<file path="config.mk">
export PLATFORM = sky130hd
export DESIGN_NAME = bbpe_ctrl
export DESIGN_NICKNAME = d
export VERILOG_FILES = /design/src/bbpe_pkg.sv /design/src/bbpe_ctrl.sv
export SDC_FILE = /design/constraint.sdc
export NUM_CORES = 1
export LEC_CHECK = 0
export BUFFER_PORTS_ARGS = -buffer_cell sky130_fd_sc_hd__buf_4
export CAP_MARGIN = 0
export CORE_AREA = 2 2 39 41
export DETAILED_ROUTE_END_ITERATION = 6
export DIE_AREA = 0 0 41 43
export GPL_ROUTABILITY_DRIVEN = 0
export PLACE_DENSITY_LB_ADDON = 0.1
export SYNTH_ARGS = -nofsm -noshare
export SYNTH_HDL_FRONTEND = slang
export SYNTH_SLANG_ARGS = --single-unit
</file>
<file path="constraint.sdc">
create_clock -name clk_i -period 2.34 [get_ports clk_i]
set_clock_uncertainty 0.1 [all_clocks]
set_input_delay 0.117 -clock clk_i [delete_from_list [all_inputs] [get_ports clk_i]]
set_output_delay 0.117 -clock clk_i [all_outputs]
set_load 0.005 [all_outputs]
</file>
<file path="src/bbpe_pkg.sv">
// Shared types, constants and controller command bundle for the Bezier patch evaluator.
package bbpe_pkg;

  localparam int COORD_W    = 32;
  localparam int PARAM_FRAC = 16;
  localparam int PARAM_W    = PARAM_FRAC + 1;
  localparam int NUM_SLOTS  = 16;
  localparam int SLOT_W     = $clog2(NUM_SLOTS);
  localparam int NUM_AXES   = 3;
  localparam int NUM_WGT    = 4;
  localparam int WIDX_W     = $clog2(NUM_WGT);

  // Weight unit: t*t style product, then times c, or 3*c for the middle weights
  localparam int WPROD_W = 2 * PARAM_W;
  localparam int WMUL_W  = WPROD_W + PARAM_W + 2;
  // Term of the sum: signed coordinate times unsigned weight product
  localparam int TERM_W  = COORD_W + WPROD_W + 1;
  // Sum of sixteen terms, weight products sum to at most 1.0
  localparam int ACC_W   = COORD_W + 2 * PARAM_FRAC + 2;
  localparam int SHR_W   = ACC_W - 2 * PARAM_FRAC;

  localparam logic [PARAM_W-1:0] PARAM_ONE = PARAM_W'(1) << PARAM_FRAC;

  localparam logic OP_LOAD = 1'b0;
  localparam logic OP_EVAL = 1'b1;

  typedef struct packed {
    logic                      operation;
    logic [SLOT_W-1:0]         point_slot;
    logic signed [COORD_W-1:0] coord_x;
    logic signed [COORD_W-1:0] coord_y;
    logic signed [COORD_W-1:0] coord_z;
    logic [PARAM_W-1:0]        param_u;
    logic [PARAM_W-1:0]        param_v;
  } eval_in_t;

  typedef struct packed {
    logic signed [COORD_W-1:0] surf_x;
    logic signed [COORD_W-1:0] surf_y;
    logic signed [COORD_W-1:0] surf_z;
    logic                      clipped;
  } eval_out_t;

  typedef struct packed {
    logic              load;
    logic              take_params;
    logic              acc_clear;
    logic              w_issue;
    logic [WIDX_W-1:0] w_idx;
    logic              mac_issue;
    logic [SLOT_W-1:0] mac_idx;
    logic              finish;
  } ctrl_cmd_t;

endpackage

</file>
<file path="src/bbpe_ctrl.sv">
// Sequencer: runs weight generation, the sixteen-step accumulation and the final rounding.
module bbpe_ctrl (
  input  logic                clk_i,
  input  logic                rst_ni,
  input  logic                start,
  input  logic                operation_i,
  output logic                busy,
  output bbpe_pkg::ctrl_cmd_t cmd_o
);
  import bbpe_pkg::*;

  localparam logic [1:0] ST_IDLE = 2'd0;
  localparam logic [1:0] ST_WGT  = 2'd1;
  localparam logic [1:0] ST_MAC  = 2'd2;
  localparam logic [1:0] ST_FIN  = 2'd3;

  // Counter reaches the last MAC issue step plus the drain steps
  localparam int CNT_W    = $clog2(NUM_SLOTS + 2);
  // Four issues plus a final step for the second weight stage
  localparam int WGT_LAST = NUM_WGT;
  // Sixteen issues plus a two-stage drain (read/product, then term)
  localparam int MAC_LAST = NUM_SLOTS + 1;

  logic [1:0]       state_q, state_d;
  logic [CNT_W-1:0] cnt_q, cnt_d;
  logic             accept;

  assign busy   = (state_q != ST_IDLE);
  assign accept = start && (state_q == ST_IDLE);

  always_comb begin
    state_d = state_q;
    cnt_d   = cnt_q;
    cmd_o   = '0;
    case (state_q)
      ST_IDLE: begin
        cmd_o.load        = accept && (operation_i == OP_LOAD);
        cmd_o.take_params = accept && (operation_i == OP_EVAL);
        cmd_o.acc_clear   = accept && (operation_i == OP_EVAL);
        if (accept && (operation_i == OP_EVAL)) begin
          state_d = ST_WGT;
          cnt_d   = '0;
        end
      end
      ST_WGT: begin
        cmd_o.w_issue = (cnt_q < CNT_W'(NUM_WGT));
        cmd_o.w_idx   = cnt_q[WIDX_W-1:0];
        if (cnt_q == CNT_W'(WGT_LAST)) begin
          state_d = ST_MAC;
          cnt_d   = '0;
        end else begin
          cnt_d = cnt_q + CNT_W'(1);
        end
      end
      ST_MAC: begin
        cmd_o.mac_issue = (cnt_q < CNT_W'(NUM_SLOTS));
        cmd_o.mac_idx   = cnt_q[SLOT_W-1:0];
        if (cnt_q == CNT_W'(MAC_LAST)) begin
          state_d = ST_FIN;
          cnt_d   = '0;
        end else begin
          cnt_d = cnt_q + CNT_W'(1);
        end
      end
      ST_FIN: begin
        cmd_o.finish = 1'b1;
        state_d      = ST_IDLE;
      end
      default: begin
        state_d = ST_IDLE;
        cnt_d   = '0;
      end
    endcase
  end

  always_ff @(posedge clk_i or negedge rst_ni) begin
    if (!rst_ni) begin
      state_q <= ST_IDLE;
      cnt_q   <= '0;
    end else begin
      state_q <= state_d;
      cnt_q   <= cnt_d;
    end
  end

endmodule

</file>
==> results of run 1 <==
==> through the flow <==
step | power (W) | instances | area [um2]
floorplan | 0.0005188 | 64 | 568.0
global placement | 0.0006753 | 95 | 700.7
detailed placement | 0.0006856 | 95 | 700.7
CTS | 0.0007973 | 100 | 737.0
global route | 0.0008738 | 100 | 737.0
finish | 0.0007850 | 100 | 737.0
==> path summary, 6_finish.rpt <==
kind / from / endpoint / slack [ns]
setup / recovery: state_q[0] / cnt_q[2] / 0.62
hold / removal: rst_ni / cnt_q[0] / 0.13
setup reg to reg: state_q[0] / cnt_q[2] / 0.62
hold reg to reg: cnt_q[4] / cnt_q[4] / 0.48
max in group asynchronous: rst_ni / cnt_q[3] / 1.89
min in group clk_i: operation_i / cnt_q[0] / 0.24
==> worst reg2reg max path, stage by stage (launching register included) <==
cell                       delay, ns
sky130_fd_sc_hd__dfrtp_1        0.39
sky130_fd_sc_hd__inv_1          0.09
sky130_fd_sc_hd__ha_1           0.24
sky130_fd_sc_hd__a21boi_2       0.20
sky130_fd_sc_hd__nor2_1         0.29
sky130_fd_sc_hd__a21boi_2       0.22
sky130_fd_sc_hd__o22ai_1        0.08
==> final cells by class <==
type                       instances  share of cell area
multi-input combinational         49              0.4873
sequential                         7              0.2377
timing repair buffer              17              0.1766
clock buffer                       4             0.03565
inverter                           7             0.03565
tap                               16             0.02716
==> logic make-up after synthesis <==
logic type / Yosys count
compound gates: 14
flops: 7
fa+ha+maj: 8
simple gates: 27
buf+inv: 8
==> power breakdown <==
part | switching [W] | leakage, nW | internal (W)
clock | 0.0000397 | 0.0150 | 0.0000647
sequential | 0.0000402 | 0.0927 | 0.000157
combinational | 0.000257 | 0.253 | 0.000227
total | 0.000337 | 0.361 | 0.000448
==> registers in the layout, summed over array words and instances, names as in the netlist <==
register and count:
state_q 2, cnt_q 5
==> cell usage in the layout, fill, tap and decap left out, types with 2 or more instances in the layout <==
master                      synthesis  final
sky130_fd_sc_hd__o21ai_0            4      4
sky130_fd_sc_hd__dfrtp_1            7      7
sky130_fd_sc_hd__a21oi_1            2      2
sky130_fd_sc_hd__ha_1               8      8
sky130_fd_sc_hd__nand4bb_1          2      2
sky130_fd_sc_hd__nor3_1             2      2
sky130_fd_sc_hd__nand3_1            3      3
sky130_fd_sc_hd__buf_4              1     16
sky130_fd_sc_hd__clkbuf_4           0      3
sky130_fd_sc_hd__nand2_1            6      6
sky130_fd_sc_hd__and2_1             6      6
sky130_fd_sc_hd__a31oi_1            2      2
sky130_fd_sc_hd__nor2_1             4      4
sky130_fd_sc_hd__inv_1              7      7
sky130_fd_sc_hd__a21boi_2           2      2
==> per-layer routing <==
metal	up-vias	track usage	wire length, um
met4	0	0.1200	15
met2	11	0.2500	510
met1	231	0.2027	570
met3	2	0.03141	55
li1	267	-	-
met5	-	0	0
==> flow_results.xml, run 1 <==
<?xml version="1.0" encoding="UTF-8"?>
<metrics>
  <group name="floorplanning">
    <metric name="die-area" unit="mm2">0.001763</metric>
    <metric name="floorplan.rows" unit="">14</metric>
    <metric name="design.core.area" unit="mm2">0.001384</metric>
    <metric name="start_util" unit="">0.4105</metric>
    <metric name="pin_count" unit="">17</metric>
    <metric name="die_height" unit="um">43</metric>
    <metric name="dieWidth" unit="um">41</metric>
  </group>
  <group name="timing">
    <metric name="layout_worst_path_cycle_share" unit="">0.7354</metric>
    <metric name="setup_repair_after_global_routing_missed_its_margin" unit="">false</metric>
    <metric name="timing_worst_slew_pin_value" unit="ns">0.3784</metric>
    <metric name="max_clock_freq" unit="GHz">0.5811</metric>
    <metric name="timing.setup.tns" unit="ns">0</metric>
    <metric name="final.hold.worst_slack" unit="ns">0.1268</metric>
    <metric name="setup_viol" unit="">0</metric>
    <metric name="slew_headroom" unit="">0.7412</metric>
    <metric name="report.final.slew_viol_count" unit="">0</metric>
    <metric name="period_needed" unit="ns">1.721</metric>
    <metric name="final_critical_path_setup_slack" unit="ns">0.6190</metric>
    <metric name="finalHoldViolations" unit="">0</metric>
  </group>
  <group name="setup_path">
    <metric name="crit_path_arrival_time" unit="ns">1.75</metric>
    <metric name="endpoint_kind" unit="">register</metric>
    <metric name="critical_path.cell_chain" unit="">inv_1 &gt; ha_1 &gt; a21boi_2 &gt; nor2_1 &gt; a21boi_2 &gt; o22ai_1</metric>
    <metric name="worstPathMaxFanout" unit="">6</metric>
    <metric name="crit_path_max_incr_delay" unit="ns">0.39</metric>
    <metric name="critical_path.most_common_cell" unit="">sky130_fd_sc_hd__a21boi_2</metric>
    <metric name="cp-start-kind" unit="">register</metric>
    <metric name="critical_path_required" unit="ns">2.37</metric>
    <metric name="ff2ff_path_depth" unit="">6</metric>
    <metric name="crit_family" unit="">compound AO/OA/AOI/OAI gates</metric>
    <metric name="worst_path_depth" unit="">6</metric>
    <metric name="cpMaxStageDelayCell" unit="">sky130_fd_sc_hd__dfrtp_1</metric>
    <metric name="criticalPathCategory" unit="">reg -&gt; reg</metric>
    <metric name="crit_buf_inv" unit="">1</metric>
  </group>
  <group name="place">
    <metric name="place_hpwl" unit="um">913.6</metric>
    <metric name="pre_cts_ws" unit="ns">0.6386</metric>
    <metric name="io_buffer_count" unit="">16</metric>
  </group>
  <group name="synthesis">
    <metric name="synth-edff-count" unit="">0</metric>
    <metric name="cell_taking_the_most_area_after_synthesis" unit="">sky130_fd_sc_hd__dfrtp_1</metric>
    <metric name="netlist_instances" unit="">64</metric>
    <metric name="asyncSetResetFlopFracSynth" unit="">1.000</metric>
    <metric name="synth-warning-count" unit="">0</metric>
    <metric name="synth-main-ff-cell" unit="">sky130_fd_sc_hd__dfrtp_1</metric>
    <metric name="synth_nets" unit="">76</metric>
    <metric name="largest_family_of_logic_cells_by_synthesized_area" unit="">simple AND/OR/NAND/NOR gates</metric>
    <metric name="synth-adder-area-share" unit="">0.1762</metric>
    <metric name="syn_area" unit="um2">568.0</metric>
    <metric name="synth-seq-area-share" unit="">0.3084</metric>
    <metric name="synth_xor_area_frac" unit="">0</metric>
    <metric name="post_synth_mux_area_share" unit="">0</metric>
    <metric name="yosys_register_bits" unit="">7</metric>
    <metric name="ys_top_cells_by_area" unit="">sky130_fd_sc_hd__dfrtp_1, sky130_fd_sc_hd__ha_1, sky130_fd_sc_hd__and2_1</metric>
    <metric name="synthMostInstantiatedCell" unit="">sky130_fd_sc_hd__ha_1</metric>
    <metric name="synth_common_cells" unit="">sky130_fd_sc_hd__ha_1, sky130_fd_sc_hd__dfrtp_1, sky130_fd_sc_hd__inv_1, sky130_fd_sc_hd__and2_1, sky130_fd_sc_hd__nand2_1</metric>
    <metric name="synth_simple_gate_area_share" unit="">0.2687</metric>
    <metric name="yosysTopAreaCellShare" unit="">0.3084</metric>
    <metric name="postSynthAreaPerCell" unit="um2">8.876</metric>
    <metric name="synthDistinctLibCells" unit="">22</metric>
    <metric name="synth_compound_gate_area_share" unit="">0.1872</metric>
  </group>
  <group name="status">
    <metric name="outcome" unit="">completed</metric>
  </group>
  <group name="min_path">
    <metric name="worstHoldPathType" unit="">in -&gt; async</metric>
  </group>
  <group name="clocking">
    <metric name="cts_root_buffer" unit="">sky130_fd_sc_hd__clkbuf_4</metric>
    <metric name="clock_insertion_delay_worst_skew" unit="ns">0.24</metric>
    <metric name="cts_inserted_buffers" unit="">3</metric>
    <metric name="h-tree-depth" unit="">1</metric>
    <metric name="path_clk_slew" unit="ns">0.05</metric>
    <metric name="number_of_clock_sinks" unit="">7</metric>
    <metric name="cts_repair_resize_count" unit="">0</metric>
    <metric name="holdBufCountCts" unit="">1</metric>
    <metric name="tritoncts_clock_tree" unit="">yes</metric>
    <metric name="cts-root-to-sink-buffers" unit="">2</metric>
    <metric name="post_cts_setup_buffers" unit="">0</metric>
  </group>
  <group name="global_routing">
    <metric name="grt_max_degree" unit="">9</metric>
    <metric name="first_pass_grt_wire_length" unit="um">1952</metric>
    <metric name="grt_pass1_vias" unit="">488</metric>
    <metric name="grt_antenna_before_repair" unit="">0</metric>
    <metric name="global_route.usage.total" unit="">0.1673</metric>
    <metric name="globalRouteOverflowTotal" unit="">0</metric>
  </group>
  <group name="drt">
    <metric name="routed_wirelength" unit="um">1151</metric>
    <metric name="route.detailed.wl_per_inst" unit="um">11.51</metric>
    <metric name="vias" unit="">511</metric>
    <metric name="via_per_inst" unit="">5.110</metric>
    <metric name="number_of_drc_markers_in_iteration_0" unit="">1</metric>
    <metric name="drt_first_pass_iters" unit="">4</metric>
    <metric name="detail_route.drc_violations" unit="">0</metric>
    <metric name="antenna_violating_nets_remaining" unit="">0</metric>
  </group>
  <group name="layout">
    <metric name="multi_input_comb_area" unit="um2">359.1</metric>
    <metric name="flow.area_growth_from_synthesis" unit="%">29.74</metric>
    <metric name="antenna_cells" unit="">0</metric>
    <metric name="layout.core_utilization" unit="">0.5326</metric>
    <metric name="ff_latch_area" unit="um2">175.2</metric>
    <metric name="total_number_of_nets_in_the_final_design" unit="">97</metric>
    <metric name="final_layout_size_suffix_gt1_frac" unit="">0.2857</metric>
    <metric name="nFillCells" unit="">140</metric>
  </group>
  <group name="power_and_ir_drop">
    <metric name="power_dens_cells" unit="mW/mm2">1065</metric>
    <metric name="total_leakage_power" unit="nW">0.3611</metric>
    <metric name="peak_supply_drop" unit="mV">0.4778</metric>
  </group>
  <group name="run">
    <metric name="cap_viol_max_count" unit="">0</metric>
  </group>
</metrics>
No activity file was read; power rests on OpenSTA's default activity.
==> run 2: changes to the inputs <==
Settings changed: CORE_AREA 2 2 39 41 to unset, CORE_MARGIN set to 1, CORE_UTILIZATION set to 43, DIE_AREA 0 0 41 43 to unset.
Clock period 2.34 ns to 1.4 ns, I/O delays scaled along.
==> run 2 against run 1 <==
Effect of this change:
- the flow now finishes with violations (setup timing)
- combinational power grew to 3.0 times the previous value
- maximum frequency is 1.4% higher
- sequential share of layout area is 5.8 points lower
- cell area is 32% higher
- flip-flop and latch count stayed put
- sequential power is 57% higher
- worst hold slack worse by 0.058 ns
- global-route usage is 8.9 points higher
- routed wire length is 64% higher
- critical path depth is 1 higher
==> flow_results.xml, run 2 (same netlist as run 1, synthesis figures left out) <==
<?xml version="1.0" encoding="UTF-8"?>
<metrics>
  <group name="layout">
    <metric name="antenna_cells" unit="">0</metric>
    <metric name="flow.area_growth_from_synthesis" unit="%">71.81</metric>
    <metric name="total_number_of_nets_in_the_final_design" unit="">116</metric>
    <metric name="nFillCells" unit="">75</metric>
    <metric name="final_layout_size_suffix_gt1_frac" unit="">0.5437</metric>
    <metric name="instances_no_fill" unit="">117</metric>
    <metric name="reg.largest.list" unit="">cnt_q x5, state_q x2</metric>
    <metric name="layout.core_utilization" unit="">0.8333</metric>
    <metric name="layout_common_cells" unit="">sky130_fd_sc_hd__buf_4, sky130_fd_sc_hd__dfrtp_1, sky130_fd_sc_hd__nand2_1, sky130_fd_sc_hd__buf_6</metric>
    <metric name="flip_flop_count_of_the_largest_register_all_copies_and_words_added" unit="">5</metric>
    <metric name="final_common_cell" unit="">sky130_fd_sc_hd__buf_4</metric>
    <metric name="largest_register" unit="">cnt_q</metric>
  </group>
  <group name="timing">
    <metric name="report.final.slew_viol_count" unit="">0</metric>
    <metric name="setup_viol" unit="">19</metric>
    <metric name="period_needed" unit="ns">1.697</metric>
    <metric name="slew_headroom" unit="">0.8190</metric>
    <metric name="final_critical_path_setup_slack" unit="ns">-0.2967</metric>
    <metric name="timing_worst_slew_pin_value" unit="ns">0.2709</metric>
    <metric name="finalHoldViolations" unit="">0</metric>
    <metric name="layout_worst_path_cycle_share" unit="">1.212</metric>
    <metric name="setup_repair_after_global_routing_missed_its_margin" unit="">true</metric>
    <metric name="max_clock_freq" unit="GHz">0.5894</metric>
  </group>
  <group name="floorplanning">
    <metric name="die_height" unit="um">38.35</metric>
    <metric name="dieWidth" unit="um">38.35</metric>
    <metric name="floorplan.rows" unit="">12</metric>
    <metric name="pin_count" unit="">17</metric>
    <metric name="start_util" unit="">0.4850</metric>
    <metric name="die-area" unit="mm2">0.001470</metric>
    <metric name="design.core.area" unit="mm2">0.001171</metric>
  </group>
  <group name="drt">
    <metric name="routed_wirelength" unit="um">1890</metric>
    <metric name="detail_route.drc_violations" unit="">0</metric>
    <metric name="via_per_inst" unit="">5.513</metric>
    <metric name="number_of_drc_markers_in_iteration_0" unit="">12</metric>
    <metric name="route.detailed.wl_per_inst" unit="um">16.15</metric>
    <metric name="antenna_violating_nets_remaining" unit="">0</metric>
    <metric name="drt_first_pass_iters" unit="">4</metric>
    <metric name="vias" unit="">645</metric>
  </group>
  <group name="clocking">
    <metric name="cts_root_buffer" unit="">sky130_fd_sc_hd__clkbuf_4</metric>
    <metric name="number_of_clock_sinks" unit="">7</metric>
    <metric name="clock_insertion_delay_worst_skew" unit="ns">0.25</metric>
    <metric name="path_clk_slew" unit="ns">0.06</metric>
    <metric name="tritoncts_clock_tree" unit="">yes</metric>
    <metric name="cts_inserted_buffers" unit="">3</metric>
    <metric name="h-tree-depth" unit="">1</metric>
    <metric name="cts-root-to-sink-buffers" unit="">2</metric>
  </group>
  <group name="setup_path">
    <metric name="cp-start-kind" unit="">register</metric>
    <metric name="crit_path_arrival_time" unit="ns">1.71</metric>
    <metric name="critical_path_required" unit="ns">1.42</metric>
    <metric name="criticalPathCategory" unit="">reg -&gt; reg</metric>
    <metric name="critical_path.most_common_cell" unit="">sky130_fd_sc_hd__nor2_1</metric>
    <metric name="critical_path.cell_chain" unit="">inv_2 &gt; ha_2 &gt; a21boi_4 &gt; buf_4 &gt; a221oi_4 &gt; nor2_1 &gt; nor2_1</metric>
    <metric name="worstPathMaxFanout" unit="">5</metric>
    <metric name="worst-r2r-setup-slack" unit="ns">-0.30</metric>
    <metric name="crit_path_max_incr_delay" unit="ns">0.41</metric>
    <metric name="cpMaxStageDelayCell" unit="">sky130_fd_sc_hd__dfrtp_1</metric>
    <metric name="endpoint_kind" unit="">register</metric>
  </group>
  <group name="power_and_ir_drop">
    <metric name="power_dens_cells" unit="mW/mm2">2012</metric>
    <metric name="peak_supply_drop" unit="mV">1.381</metric>
    <metric name="total_leakage_power" unit="nW">0.4786</metric>
    <metric name="finalPower" unit="W">0.001963</metric>
  </group>
  <group name="global_routing">
    <metric name="first_pass_grt_wire_length" unit="um">2518</metric>
    <metric name="grt_max_degree" unit="">8</metric>
    <metric name="global_route.usage.total" unit="">0.2564</metric>
    <metric name="grt_antenna_before_repair" unit="">0</metric>
    <metric name="globalRouteOverflowTotal" unit="">0</metric>
    <metric name="grt_pass1_vias" unit="">539</metric>
  </group>
  <group name="status">
    <metric name="outcome" unit="">finished, violations left</metric>
    <metric name="failing_checks" unit="">setup timing</metric>
  </group>
  <group name="place">
    <metric name="pre_cts_ws" unit="ns">-0.2011</metric>
    <metric name="place.detailed.instances" unit="">105</metric>
    <metric name="io_buffer_count" unit="">16</metric>
    <metric name="place_hpwl" unit="um">1051</metric>
  </group>
  <group name="run">
    <metric name="cap_viol_max_count" unit="">0</metric>
  </group>
  <group name="min_path">
    <metric name="worstHoldPathType" unit="">in -&gt; async</metric>
  </group>
</metrics>
## run 2: power breakdown
part	switching [W]	internal [W]	total, W
Combinational	0.000688	0.000777	0.00146
Clock	0.0000800	0.000109	0.000189
Sequential	0.0000484	0.000261	0.000310
Total	0.000816	0.00115	0.00196
## run 2: worst paths after layout
| check | start | end | cells after the start |
|---|---|---|---|
| min in group clk_i | operation_i | cnt_q[0] | 4 |
| setup reg to reg | state_q[1] | state_q[0] | 7 |
| hold / removal | rst_ni | cnt_q[2] | 2 |
| max in group asynchronous | rst_ni | cnt_q[4] | 2 |
| hold reg to reg | cnt_q[4] | cnt_q[4] | 2 |
| setup / recovery | state_q[1] | state_q[0] | 7 |
## run 2: final cells by class
cell class,count,area [um2],share of cell area
multi-input combinational,49,439.2,0.4500
timing repair buffer,36,291.5,0.2987
sequential,7,175.2,0.1795
clock buffer,4,26.28,0.02692
inverter,7,26.28,0.02692
tap,14,17.52,0.01795
## run 2: metal layers
| layer | vias up | GRT usage | part of all wire |
|---|---|---|---|
| li1 | 301 | - | - |
| met1 | 305 | 0.3063 | 0.40 |
| met2 | 35 | 0.4831 | 0.52 |
| met3 | 4 | 0.05233 | 0.061 |
| met4 | 0 | 0.02586 | 0.019 |
| met5 | - | 0 | 0 |
## run 2: per-stage QoR
| step | TNS (ns) | hold slack [ns] | area (um2) |
|---|---|---|---|
| 2_1_floorplan | -0.3992 | -0.3256 | 585.6 |
| 3_3_place_gp | -0.8334 | -0.2112 | 805.8 |
| 3_5_place_dp | -1.080 | -0.2122 | 805.8 |
| 4_1_cts | -2.348 | 0.06675 | 928.4 |
| 5_1_grt | -4.054 | 0.07260 | 975.9 |
| 6_report | -3.463 | 0.06902 | 975.9 |
## run 2: repair_timing
| action | CTS | global route |
|---|---|---|
| setup endpoints to repair | 18 | 20 |
| gates cloned | 0 | 0 |
| hold endpoints to repair | 7 | 0 |
| hold buffers | 1 | 0 |
| resized for setup | 15 | 3 |
| pin swaps | 7 | 3 |
| setup buffers | 3 | 4 |
## run 2: worst max-delay path: cells and delay by family (launching register included)
kind | cells | cell delay (ns)
buffers and inverters | 2 | 0.32
AND/OR/NAND/NOR | 2 | 0.20
adder cells (fa/ha/maj) | 1 | 0.24
flip-flops | 1 | 0.41
AO/OA/AOI/OAI | 2 | 0.29
